## config.mk

```make
export PLATFORM = sky130hd
export DESIGN_NAME = fractal_value_noise_2d
export DESIGN_NICKNAME = d
export VERILOG_FILES = /design/src/rtl/core/fvn_pkg.sv /design/src/rtl/core/fvn_div.sv /design/src/rtl/core/fractal_value_noise_2d.sv
export SDC_FILE = /design/constraint.sdc
export NUM_CORES = 2
export LEC_CHECK = 0
export ABC_CLOCK_PERIOD_IN_PS = 20600
export CORE_UTILIZATION = 25
export DETAILED_ROUTE_END_ITERATION = 6
export DONT_BUFFER_PORTS = 1
export PLACE_DENSITY = 0.47
export SKIP_CTS_REPAIR_TIMING = 1
export SLEW_MARGIN = 20
export SYNTH_ARGS = -nofsm -noshare
export SYNTH_HDL_FRONTEND = slang
export SYNTH_SLANG_ARGS = --single-unit
export TNS_END_PERCENT = 5
```

## constraint.sdc

```tcl
create_clock -name i_clk -period 20.6 [get_ports i_clk]
set_clock_uncertainty 0.2 [all_clocks]
set_input_delay 1.03 -clock i_clk [delete_from_list [all_inputs] [get_ports i_clk]]
set_output_delay 1.03 -clock i_clk [all_outputs]
set_load 0.01 [all_outputs]
```

## src/rtl/core/fvn_pkg.sv

```systemverilog
package fvn_pkg;

    // Fixed-point layout
    localparam int MAX_OCTAVES     = 8;
    localparam int COORD_FRAC_BITS = 16;
    localparam int FREQ_FRAC       = 12;
    localparam int CELL_LSB        = COORD_FRAC_BITS + FREQ_FRAC;
    localparam int FRAC_LSB        = CELL_LSB - 16;
    localparam int OCT_W           = 4;

    // Accumulator and amplitude-sum widths, shared with the divider
    localparam int TOT_W = 35;
    localparam int SUM_W = 20;
    localparam int CNT_W = 6;

    // Hash constants
    localparam logic [31:0] MIX_C1    = 32'h7feb352d;
    localparam logic [31:0] MIX_C2    = 32'h846ca68b;
    localparam logic [31:0] CX_OFS    = 32'h9e3779b9;
    localparam logic [31:0] CZ_OFS    = 32'h85ebca6b;
    localparam logic [31:0] SEED_STEP = 32'd1013;

    localparam logic signed [15:0] ONE_OUT = 16'sd16384;

    typedef enum logic [3:0] {
        ST_IDLE,
        ST_SPLIT_X,
        ST_SPLIT_Z,
        ST_FADE,
        ST_HASH,
        ST_BLEND,
        ST_ACC,
        ST_AMP,
        ST_FREQ,
        ST_DIV,
        ST_DONE
    } t_state;

    typedef enum logic [1:0] {
        REG_SEED,
        REG_OCT,
        REG_PERS,
        REG_LAC
    } t_reg;

    // Top 16 hash bits to a value in -16384..16384: (top*32768+32767)/65535 - 16384
    function automatic logic signed [15:0] corner_value(input logic [15:0] top);
        logic [14:0] q1;
        logic [16:0] r1;
        logic [15:0] q;
        q1 = top[15:1];
        r1 = {1'b0, top[0], 15'h7fff} + {2'b00, q1};
        q  = {1'b0, q1} + ((r1 >= 17'd65535) ? 16'd1 : 16'd0);
        return $signed(q - 16'd16384);
    endfunction

endpackage

```

## src/rtl/core/fvn_div.sv

```systemverilog
module fvn_div (
    input  logic                          i_clk,
    input  logic                          i_rst_n,
    input  logic                          i_start,
    input  logic [fvn_pkg::TOT_W-1:0]     i_dividend,
    input  logic [fvn_pkg::SUM_W-1:0]     i_divisor,
    output logic                          o_done,
    output logic [fvn_pkg::TOT_W-1:0]     o_quot
);

    logic                        r_busy, n_busy;
    logic                        r_done, n_done;
    logic [fvn_pkg::CNT_W-1:0]   r_cnt, n_cnt;
    logic [fvn_pkg::SUM_W-1:0]   r_rem, n_rem;
    logic [fvn_pkg::TOT_W-1:0]   r_q, n_q;
    logic [fvn_pkg::SUM_W-1:0]   r_d, n_d;
    logic [fvn_pkg::SUM_W:0]     trial;
    logic                        ge;

    // One quotient bit per cycle, restoring
    always_comb begin
        trial  = {r_rem, r_q[fvn_pkg::TOT_W-1]};
        ge     = (trial >= {1'b0, r_d});
        n_busy = r_busy;
        n_done = 1'b0;
        n_cnt  = r_cnt;
        n_rem  = r_rem;
        n_q    = r_q;
        n_d    = r_d;
        if (i_start) begin
            n_busy = 1'b1;
            n_cnt  = '0;
            n_rem  = '0;
            n_q    = i_dividend;
            n_d    = i_divisor;
        end else if (r_busy) begin
            n_rem = ge ? fvn_pkg::SUM_W'(trial - {1'b0, r_d}) : trial[fvn_pkg::SUM_W-1:0];
            n_q   = {r_q[fvn_pkg::TOT_W-2:0], ge};
            n_cnt = r_cnt + 1'b1;
            if (r_cnt == fvn_pkg::CNT_W'(fvn_pkg::TOT_W - 1)) begin
                n_busy = 1'b0;
                n_done = 1'b1;
            end
        end
    end

    always_ff @(posedge i_clk) begin
        if (!i_rst_n) begin
            r_busy <= 1'b0;
            r_done <= 1'b0;
            r_cnt  <= '0;
        end else begin
            r_busy <= n_busy;
            r_done <= n_done;
            r_cnt  <= n_cnt;
        end
    end

    always_ff @(posedge i_clk) begin
        r_rem <= n_rem;
        r_q   <= n_q;
        r_d   <= n_d;
    end

    assign o_done = r_done;
    assign o_quot = r_q;

endmodule

```

## src/rtl/core/fractal_value_noise_2d.sv

```systemverilog
// Fractal 2D value noise sampler.
// Input channel: i_in_valid / o_in_ready carry one signed Q16.16 coordinate
// pair (i_x_coord, i_z_coord). Output channel: o_out_valid / i_out_ready carry
// one normalized sample o_noise_value (1.0 = 16384).
// Configuration goes through the APB port: seed at 0x0, octave count at 0x4,
// persistence at 0x8, lacunarity at 0xC; write only while idle.
// Timing: one item at a time. Each octave runs its steps in turn on the shared
// 33x33 multiplier (2 coordinate splits, 8 fade products, 32 hash products,
// 3 lerps, accumulate, amplitude and frequency updates). The final
// normalization runs on a one-bit-per-cycle divider with a 35-bit quotient.
// Zero octaves go straight to the done state; o_in_ready is high only in
// the idle state.
// The result sits in an output register: the block returns to idle and takes
// the next item while it waits for i_out_ready; a finished item whose result
// cannot yet be stored waits in the done state.
// Reset (synchronous, active low) clears the sequencer and the output valid
// and loads seed 0, 4 octaves, persistence 0.5, lacunarity 2.0.
module fractal_value_noise_2d (
    input  logic               i_clk,
    input  logic               i_rst_n,
    input  logic               psel,
    input  logic               penable,
    input  logic               pwrite,
    input  logic [3:0]         paddr,
    input  logic [31:0]        pwdata,
    output logic [31:0]        prdata,
    output logic               pready,
    input  logic               i_in_valid,
    output logic               o_in_ready,
    input  logic signed [31:0] i_x_coord,
    input  logic signed [31:0] i_z_coord,
    output logic               o_out_valid,
    input  logic               i_out_ready,
    output logic signed [15:0] o_noise_value
);

    function automatic logic signed [32:0] uext(input logic [31:0] v);
        return $signed({1'b0, v});
    endfunction

    // Configuration registers
    logic [31:0] r_seed;
    logic [3:0]  r_oct;
    logic [15:0] r_pers;
    logic [15:0] r_lac;

    // Sequencer
    fvn_pkg::t_state r_state, n_state;
    logic [4:0]      r_step, n_step;
    logic [3:0]      r_idx, n_idx;
    logic [3:0]      r_n, n_n;
    logic            r_out_valid, n_out_valid;

    // Datapath
    logic signed [31:0] r_x, n_x, r_z, n_z;
    logic [31:0] r_freq, n_freq;
    logic [16:0] r_amp, n_amp;
    logic [fvn_pkg::SUM_W-1:0] r_amp_sum, n_amp_sum;
    logic signed [fvn_pkg::TOT_W-1:0] r_total, n_total;
    logic [31:0] r_oseed, n_oseed;
    logic [31:0] r_cx, n_cx, r_cz, n_cz;
    logic [15:0] r_fx, n_fx, r_fz, n_fz;
    logic [15:0] r_fa, n_fa;
    logic [19:0] r_fp, n_fp;
    logic [16:0] r_sx, n_sx, r_sz, n_sz;
    logic [31:0] r_v, n_v, r_h, n_h;
    logic [15:0] r_top [4];
    logic [15:0] n_top [4];
    logic signed [16:0] r_b0, n_b0, r_b1, n_b1, r_samp, n_samp;
    logic signed [15:0] r_res, n_res, r_out, n_out;

    // Shared multiplier
    logic signed [32:0] mul_a, mul_b;
    logic signed [65:0] prod;

    logic signed [15:0] cv [4];
    logic        cfg_wr;
    logic [15:0] frac_sel;
    logic signed [32:0] p_lin;
    logic [20:0] f_raw;
    logic signed [20:0] p_raw;
    logic [1:0]  k;
    logic [1:0]  j;
    logic [31:0] cxs, czs, mix_in, mix_pre, p32, mix_res;
    logic signed [16:0] d0, d1;
    logic signed [17:0] d2, s2;
    logic [35:0] f_next;
    logic [fvn_pkg::TOT_W-1:0] mag, dividend;
    logic        div_start, div_done;
    logic [fvn_pkg::TOT_W-1:0] div_quot;
    logic [15:0] q_clamp;
    logic        in_acc;
    logic        out_free;

    assign pready = 1'b1;
    assign cfg_wr = psel & penable & pwrite;

    // Register read-back
    always_comb begin
        unique case (fvn_pkg::t_reg'(paddr[3:2]))
            fvn_pkg::REG_SEED: prdata = r_seed;
            fvn_pkg::REG_OCT:  prdata = {28'd0, r_oct};
            fvn_pkg::REG_PERS: prdata = {16'd0, r_pers};
            fvn_pkg::REG_LAC:  prdata = {16'd0, r_lac};
        endcase
    end

    always_ff @(posedge i_clk) begin
        if (!i_rst_n) begin
            r_seed <= 32'd0;
            r_oct  <= 4'd4;
            r_pers <= 16'd32768;
            r_lac  <= 16'd8192;
        end else if (cfg_wr) begin
            unique case (fvn_pkg::t_reg'(paddr[3:2]))
                fvn_pkg::REG_SEED: r_seed <= pwdata;
                fvn_pkg::REG_OCT:  r_oct  <= pwdata[3:0];
                fvn_pkg::REG_PERS: r_pers <= pwdata[15:0];
                fvn_pkg::REG_LAC:  r_lac  <= pwdata[15:0];
            endcase
        end
    end

    // Corner values from stored hash tops
    always_comb begin
        for (int i = 0; i < 4; i++) begin
            cv[i] = fvn_pkg::corner_value(r_top[i]);
        end
    end

    // Operand decode
    always_comb begin
        frac_sel = r_step[2] ? r_fz : r_fx;
        p_lin   = $signed({15'd0, frac_sel, 2'b00}) + $signed({16'd0, frac_sel, 1'b0})
                  - 33'sd983040;
        k       = r_step[4:3];
        j       = r_step[2:1];
        cxs     = r_cx + {31'd0, k[0]};
        czs     = r_cz + {31'd0, k[1]};
        priority case (j)
            2'd0:    mix_in = cxs + fvn_pkg::CX_OFS;
            2'd2:    mix_in = czs + fvn_pkg::CZ_OFS;
            default: mix_in = r_h;
        endcase
        mix_pre = mix_in ^ (mix_in >> 16);
        d0      = 17'(cv[1]) - 17'(cv[0]);
        d1      = 17'(cv[3]) - 17'(cv[2]);
        d2      = 18'(r_b1) - 18'(r_b0);
        mul_a   = '0;
        mul_b   = '0;
        unique case (r_state)
            fvn_pkg::ST_SPLIT_X: begin mul_a = 33'(r_x); mul_b = uext(r_freq); end
            fvn_pkg::ST_SPLIT_Z: begin mul_a = 33'(r_z); mul_b = uext(r_freq); end
            fvn_pkg::ST_FADE: begin
                unique case (r_step[1:0])
                    2'd0: begin mul_a = uext(32'(frac_sel)); mul_b = uext(32'(frac_sel)); end
                    2'd1: begin mul_a = uext(32'(r_fa));     mul_b = uext(32'(frac_sel)); end
                    2'd2: begin mul_a = p_lin;               mul_b = uext(32'(frac_sel)); end
                    2'd3: begin mul_a = uext(32'(r_fa));     mul_b = uext(32'(r_fp));     end
                endcase
            end
            fvn_pkg::ST_HASH: begin
                if (!r_step[0]) begin
                    mul_a = uext(mix_pre); mul_b = uext(fvn_pkg::MIX_C1);
                end else begin
                    mul_a = uext(r_v);     mul_b = uext(fvn_pkg::MIX_C2);
                end
            end
            fvn_pkg::ST_BLEND: begin
                priority case (r_step[1:0])
                    2'd0:    begin mul_a = 33'(d0); mul_b = uext(32'(r_sx)); end
                    2'd1:    begin mul_a = 33'(d1); mul_b = uext(32'(r_sx)); end
                    default: begin mul_a = 33'(d2); mul_b = uext(32'(r_sz)); end
                endcase
            end
            fvn_pkg::ST_ACC:  begin mul_a = 33'(r_samp);        mul_b = uext(32'(r_amp)); end
            fvn_pkg::ST_AMP:  begin mul_a = uext(32'(r_amp));   mul_b = uext(32'(r_pers)); end
            fvn_pkg::ST_FREQ: begin mul_a = uext(r_freq);       mul_b = uext(32'(r_lac)); end
            default: begin end
        endcase
    end

    assign prod = mul_a * mul_b;

    // Post-processing of the product
    always_comb begin
        p32     = prod[31:0];
        mix_res = p32 ^ (p32 >> 16);
        p_raw   = prod[36:16];
        f_raw   = prod[36:16];
        s2      = 18'(r_b0) + prod[33:16];
        f_next  = prod[47:12];
        mag     = r_total[fvn_pkg::TOT_W-1] ? fvn_pkg::TOT_W'(-r_total)
                                            : fvn_pkg::TOT_W'(r_total);
        dividend = mag + fvn_pkg::TOT_W'(r_amp_sum[fvn_pkg::SUM_W-1:1]);
        q_clamp = (div_quot > fvn_pkg::TOT_W'(16384)) ? 16'd16384 : div_quot[15:0];
    end

    assign in_acc   = i_in_valid & o_in_ready;
    assign out_free = !r_out_valid || i_out_ready;

    // Sequencer and datapath next state
    always_comb begin
        n_state     = r_state;
        n_step      = r_step;
        n_idx       = r_idx;
        n_n         = r_n;
        n_out_valid = r_out_valid;
        n_x = r_x; n_z = r_z;
        n_freq = r_freq; n_amp = r_amp; n_amp_sum = r_amp_sum; n_total = r_total;
        n_oseed = r_oseed;
        n_cx = r_cx; n_cz = r_cz; n_fx = r_fx; n_fz = r_fz;
        n_fa = r_fa; n_fp = r_fp; n_sx = r_sx; n_sz = r_sz;
        n_v = r_v; n_h = r_h;
        n_top = r_top;
        n_b0 = r_b0; n_b1 = r_b1; n_samp = r_samp;
        n_res = r_res; n_out = r_out;
        div_start = 1'b0;

        if (r_out_valid && i_out_ready) begin
            n_out_valid = 1'b0;
        end

        unique case (r_state)
            fvn_pkg::ST_IDLE: begin
                if (in_acc) begin
                    n_x       = i_x_coord;
                    n_z       = i_z_coord;
                    n_n       = (r_oct > 4'(fvn_pkg::MAX_OCTAVES)) ?
                                4'(fvn_pkg::MAX_OCTAVES) : r_oct;
                    n_idx     = '0;
                    n_freq    = 32'd1 << fvn_pkg::FREQ_FRAC;
                    n_amp     = 17'd65536;
                    n_amp_sum = '0;
                    n_total   = '0;
                    n_oseed   = r_seed;
                    n_res     = '0;
                    n_step    = '0;
                    n_state   = (r_oct == 4'd0) ? fvn_pkg::ST_DONE : fvn_pkg::ST_SPLIT_X;
                end
            end
            fvn_pkg::ST_SPLIT_X: begin
                n_cx    = prod[fvn_pkg::CELL_LSB+31:fvn_pkg::CELL_LSB];
                n_fx    = prod[fvn_pkg::CELL_LSB-1:fvn_pkg::FRAC_LSB];
                n_state = fvn_pkg::ST_SPLIT_Z;
            end
            fvn_pkg::ST_SPLIT_Z: begin
                n_cz    = prod[fvn_pkg::CELL_LSB+31:fvn_pkg::CELL_LSB];
                n_fz    = prod[fvn_pkg::CELL_LSB-1:fvn_pkg::FRAC_LSB];
                n_step  = '0;
                n_state = fvn_pkg::ST_FADE;
            end
            fvn_pkg::ST_FADE: begin
                // t^2, t^3, t*(6t-15)+10, then the product clamped to one
                unique case (r_step[1:0])
                    2'd0: n_fa = prod[31:16];
                    2'd1: n_fa = prod[31:16];
                    2'd2: n_fp = 20'(p_raw + 21'sd655360);
                    2'd3: begin
                        if (r_step[2]) n_sz = (f_raw > 21'd65536) ? 17'd65536 : f_raw[16:0];
                        else           n_sx = (f_raw > 21'd65536) ? 17'd65536 : f_raw[16:0];
                    end
                endcase
                n_step = r_step + 5'd1;
                if (r_step == 5'd7) begin
                    n_step  = '0;
                    n_state = fvn_pkg::ST_HASH;
                end
            end
            fvn_pkg::ST_HASH: begin
                // Four mixes per corner, two products each
                if (!r_step[0]) begin
                    n_v = p32 ^ (p32 >> 15);
                end else begin
                    unique case (j)
                        2'd0: n_h = r_oseed ^ mix_res;
                        2'd1: n_h = mix_res;
                        2'd2: n_h = r_h ^ mix_res;
                        2'd3: n_top[k] = mix_res[31:16];
                    endcase
                end
                n_step = r_step + 5'd1;
                if (r_step == 5'd31) begin
                    n_step  = '0;
                    n_state = fvn_pkg::ST_BLEND;
                end
            end
            fvn_pkg::ST_BLEND: begin
                priority case (r_step[1:0])
                    2'd0: n_b0 = 17'(cv[0]) + prod[32:16];
                    2'd1: n_b1 = 17'(cv[2]) + prod[32:16];
                    default: begin
                        n_samp  = s2[16:0];
                        n_state = fvn_pkg::ST_ACC;
                    end
                endcase
                n_step = r_step + 5'd1;
            end
            fvn_pkg::ST_ACC: begin
                n_total   = r_total + prod[fvn_pkg::TOT_W-1:0];
                n_amp_sum = r_amp_sum + fvn_pkg::SUM_W'(r_amp);
                n_state   = fvn_pkg::ST_AMP;
            end
            fvn_pkg::ST_AMP: begin
                n_amp   = prod[32:16];
                n_state = fvn_pkg::ST_FREQ;
            end
            fvn_pkg::ST_FREQ: begin
                n_freq  = (f_next[35:32] != 4'd0) ? 32'hFFFF_FFFF : f_next[31:0];
                n_oseed = r_oseed + fvn_pkg::SEED_STEP;
                n_idx   = r_idx + 4'd1;
                if (r_idx + 4'd1 == r_n) begin
                    div_start = 1'b1;
                    n_state   = fvn_pkg::ST_DIV;
                end else begin
                    n_state = fvn_pkg::ST_SPLIT_X;
                end
            end
            fvn_pkg::ST_DIV: begin
                if (div_done) begin
                    n_res   = r_total[fvn_pkg::TOT_W-1] ? $signed(-q_clamp) : $signed(q_clamp);
                    n_state = fvn_pkg::ST_DONE;
                end
            end
            fvn_pkg::ST_DONE: begin
                if (out_free) begin
                    n_out       = r_res;
                    n_out_valid = 1'b1;
                    n_state     = fvn_pkg::ST_IDLE;
                end
            end
            default: n_state = fvn_pkg::ST_IDLE;
        endcase
    end

    always_ff @(posedge i_clk) begin
        if (!i_rst_n) begin
            r_state     <= fvn_pkg::ST_IDLE;
            r_step      <= '0;
            r_idx       <= '0;
            r_n         <= '0;
            r_out_valid <= 1'b0;
        end else begin
            r_state     <= n_state;
            r_step      <= n_step;
            r_idx       <= n_idx;
            r_n         <= n_n;
            r_out_valid <= n_out_valid;
        end
    end

    always_ff @(posedge i_clk) begin
        r_x <= n_x; r_z <= n_z;
        r_freq <= n_freq; r_amp <= n_amp; r_amp_sum <= n_amp_sum; r_total <= n_total;
        r_oseed <= n_oseed;
        r_cx <= n_cx; r_cz <= n_cz; r_fx <= n_fx; r_fz <= n_fz;
        r_fa <= n_fa; r_fp <= n_fp; r_sx <= n_sx; r_sz <= n_sz;
        r_v <= n_v; r_h <= n_h;
        r_top <= n_top;
        r_b0 <= n_b0; r_b1 <= n_b1; r_samp <= n_samp;
        r_res <= n_res; r_out <= n_out;
    end

    // Normalization by the amplitude sum
    fvn_div u_div (
        .i_clk      (i_clk),
        .i_rst_n    (i_rst_n),
        .i_start    (div_start),
        .i_dividend (dividend),
        .i_divisor  (n_amp_sum),
        .o_done     (div_done),
        .o_quot     (div_quot)
    );

    assign o_in_ready    = (r_state == fvn_pkg::ST_IDLE);
    assign o_out_valid   = r_out_valid;
    assign o_noise_value = r_out;

endmodule

```

==> qor.csv <==
stage,metric,value,unit
logic_synthesis,synth_mux_area_share,1.492,%
timing,slew_headroom,17.83,%
finish,nets,10130,
timing,min_period,16.81,ns
min_path,worstHoldStart,i_rst_n,
logic_synthesis,syn_inst,8656,
status,status,"finished, violations left",
critical_path,r2r-end,r_total[32],
critical_path,path_class,reg2reg,
grt,grt_pass1_wl,444.7,mm
detailed_routing,wire_per_inst,23.80,um
critical_path,required,20.83,ns
logic_synthesis,avgSynthCellArea,9.387,um2
detailed_routing,drt_iter0_drc,6462,
detailed_routing,postRouteAntennaNets,0,
clocking,cts.htree.levels,3,
logic_synthesis,synth_simple_gate_area_share,13.92,%
timing,setup_viol,0,
clocking,clk_pin_slew_worst_paths,0.06,ns
logic_synthesis,netlist_area,81260,um2
clocking,clk_latency,0.73,ns
logic_synthesis,synthXorXnorAreaFrac,5.075,%
critical_path,reg2reg_from,r_top[41],
logic_synthesis,synth_most_common_cell,inv_1,
critical_path,max_stage_delay,0.73,ns
detailed_routing,wirelength,307.5,mm
finish,fillCellCount,34150,
critical_path,critPathArrivalTime,17.04,ns
grt,grt_max_degree,86,
floorplan,core.rowCount,208,
logic_synthesis,ys.flop_type,edfxtp_1,
timing,rsz0062_at_grt,no,
min_path,min_to,r_oct[2],
logic_synthesis,synth_top_family_by_area,adder cells,
logic_synthesis,yosys.cell_types.count,109,
logic_synthesis,synth_edf_count,612,
min_path,hp-class,in2reg,
logic_synthesis,yosysTopAreaCell,fa_1,
floorplan,boundaryPins,158,
logic_synthesis,synth_top_cells_by_area,"fa_1, edfxtp_1, ha_1, inv_1, nand2_1",
timing,tightest_slew,1.233,ns
grt,track_usage,18.58,%
detailed_routing,drc,8,
floorplan,floorplan.die.height,572.1,um
critical_path,end_kind,register,
clocking,clock-root-buffer,clkbuf_16,
logic_synthesis,syn-num-nets,10250,
clocking,cts_tree,done,
floorplan,fp.dieArea,327300,um2
timing,period_share,81.59,%
detailed_routing,dr.pass1.iters,7,
logic_synthesis,yosysWarnings,0,
critical_path,critPathLaunchType,register,
grt,grt-ovfl-total,0,
critical_path,path_buf_inv,11,
placement,hpwlAfterDp,239.8,mm
timing,slew_violations,0,
critical_path,critical-path-top-delay-family,adder cells,
logic_synthesis,synth_common_cells,"inv_1, nand2_1, fa_1",
critical_path,rrSetupSlack,3.79,ns
logic_synthesis,async_flop_share,0,%
detailed_routing,routed_via_density,4.988,
logic_synthesis,synth_compound_area_share,12.81,%
clocking,cts_buffer_depth,3,
floorplan,dieWidth,572.1,um
critical_path,r2r_cells,59,
timing,final_hold_viol_count,0,
timing,timing.fmax,59.50,MHz
clocking,cts.sinks,746,
run,max_cap_violations,0,
critical_path,crit_top_cell,fa_1,
placement,gp_congestion,0.9423,
finish,layout-drive-gt1-share,6.225,%
logic_synthesis,ys_ff_latch,746,
logic_synthesis,yosysSeqAreaShare,25.92,%
floorplan,coreArea,322200,um2
detailed_routing,vias,64450,
placement,io_buffers,0,
logic_synthesis,synth-adder-area-share,32.60,%
min_path,holdPathStages,1,
grt,grt_pass1_vias,64350,
critical_path,critPathMaxFanout,13,
critical_path,crit_slowest_cell,a21oi_1,
grt,antenna_found_initial,19,
finish,area_delta_synth_final,10.73,%
floorplan,initial_core_util,25.22,%
timing,setup_tns,0,ns
clocking,cts_inserted_buffers,85,
logic_synthesis,yosysTopAreaCellShare,26.04,%
status,violations,DRC,
[placed cells by master (no fill, tap or decap), drive strengths merged, types with 114 or more instances in the layout]
cell type  netlist  layout
buf             73     201
nor2           653     653
nand3          136     136
edfxtp         612     612
inv           1350    1355
nor3           114     114
a21oi          418     418
nand2         1100    1100
o21ai          326     326
fa            1057    1057
xor2           143     143
ha             426     426
dfxtp          134     134
xnor2          327     327
[cells by family (layout without fill, tap and decap cells)]
family | Yosys count | count (layout)
xor+xnor | 470 | 470
fa+ha+maj | 1483 | 1483
simple gates | 2530 | 2530
mux | 113 | 113
buf+inv | 1758 | 1713
compound gates | 1555 | 1555
flops | 746 | 746
other cells | 1 | 6
[metrics by stage]
step | worst slack [ns] | area [um2] | instances | hold WS (ns) | util, %
after floorplan | 6.917 | 81260 | 8656 | 0.2003 | -
after global placement | 3.944 | 87020 | 12760 | 0.2095 | 27.01
after detailed placement | 3.970 | 87030 | 12760 | 0.2073 | 27.01
after CTS | 3.849 | 89950 | 12920 | 0.1562 | 27.92
after global routing | 2.800 | 89970 | 12920 | 0.1938 | 27.92
final | 3.792 | 89980 | 12920 | 0.2191 | 27.93
[per-layer routing]
metal  wire length [um]  track usage [%]  up-vias  share of wire [%]
li1                   -                -    28360                  -
met1             126600            24.21    32820                 41
met2             140000            29.81     2685                 46
met4              18510            9.635        8                6.0
met5                 46                0        -              0.015
met3              22320            2.754      578                7.3
[layout make-up]
type	count	area, um2	share of cell area (%)
Tap cell	4305	5386	5.986
Inverter	1354	5084	5.650
Timing Repair Buffer	201	1521	1.691
Sequential cell	746	21070	23.41
Antenna cell	5	12.51	0.01391
Clock buffer	111	2366	2.630
Multi-Input combinational cell	6152	53990	60.00
Clock inverter	47	553.0	0.6146
[flip-flops by register name (all words and copies together) (netlist names), 20 cells and up]
name          cells
r_amp_sum        20
r_cx             32
r_cz             32
r_fp             20
r_freq           32
r_h              32
r_oseed          32
r_seed           32
r_top            64
r_total          35
r_v              32
r_x              32
r_z              32
u_div.o_quot     35
u_div.r_d        20
u_div.r_rem      20
[worst max path at each step]
stage / startpoint / endpoint / slack [ns] / cells after the start
after global placement: r_top[35] / r_total[32] / 3.94 / 57
after floorplan: r_top[35] / r_b0[16] / 6.92 / 55
final: r_top[41] / r_total[32] / 3.79 / 59
after CTS: r_top[41] / r_total[32] / 3.85 / 59
after detailed placement: r_top[41] / r_total[32] / 3.97 / 59
after global routing: r_top[41] / r_total[32] / 2.80 / 59
[worst reg2reg max path, delay by kind of cell (launching register included)]
family          cells  cell delay (ns)
buf+inv            11             2.11
compound gates     14             3.95
fa+ha+maj          13             5.42
simple gates       19             3.93
xor+xnor            2             0.39
flops               1             0.51
Power is left out: the tool's default activity adds up to more than one toggle a clock period on the data nets, which glitch-free logic cannot reach.
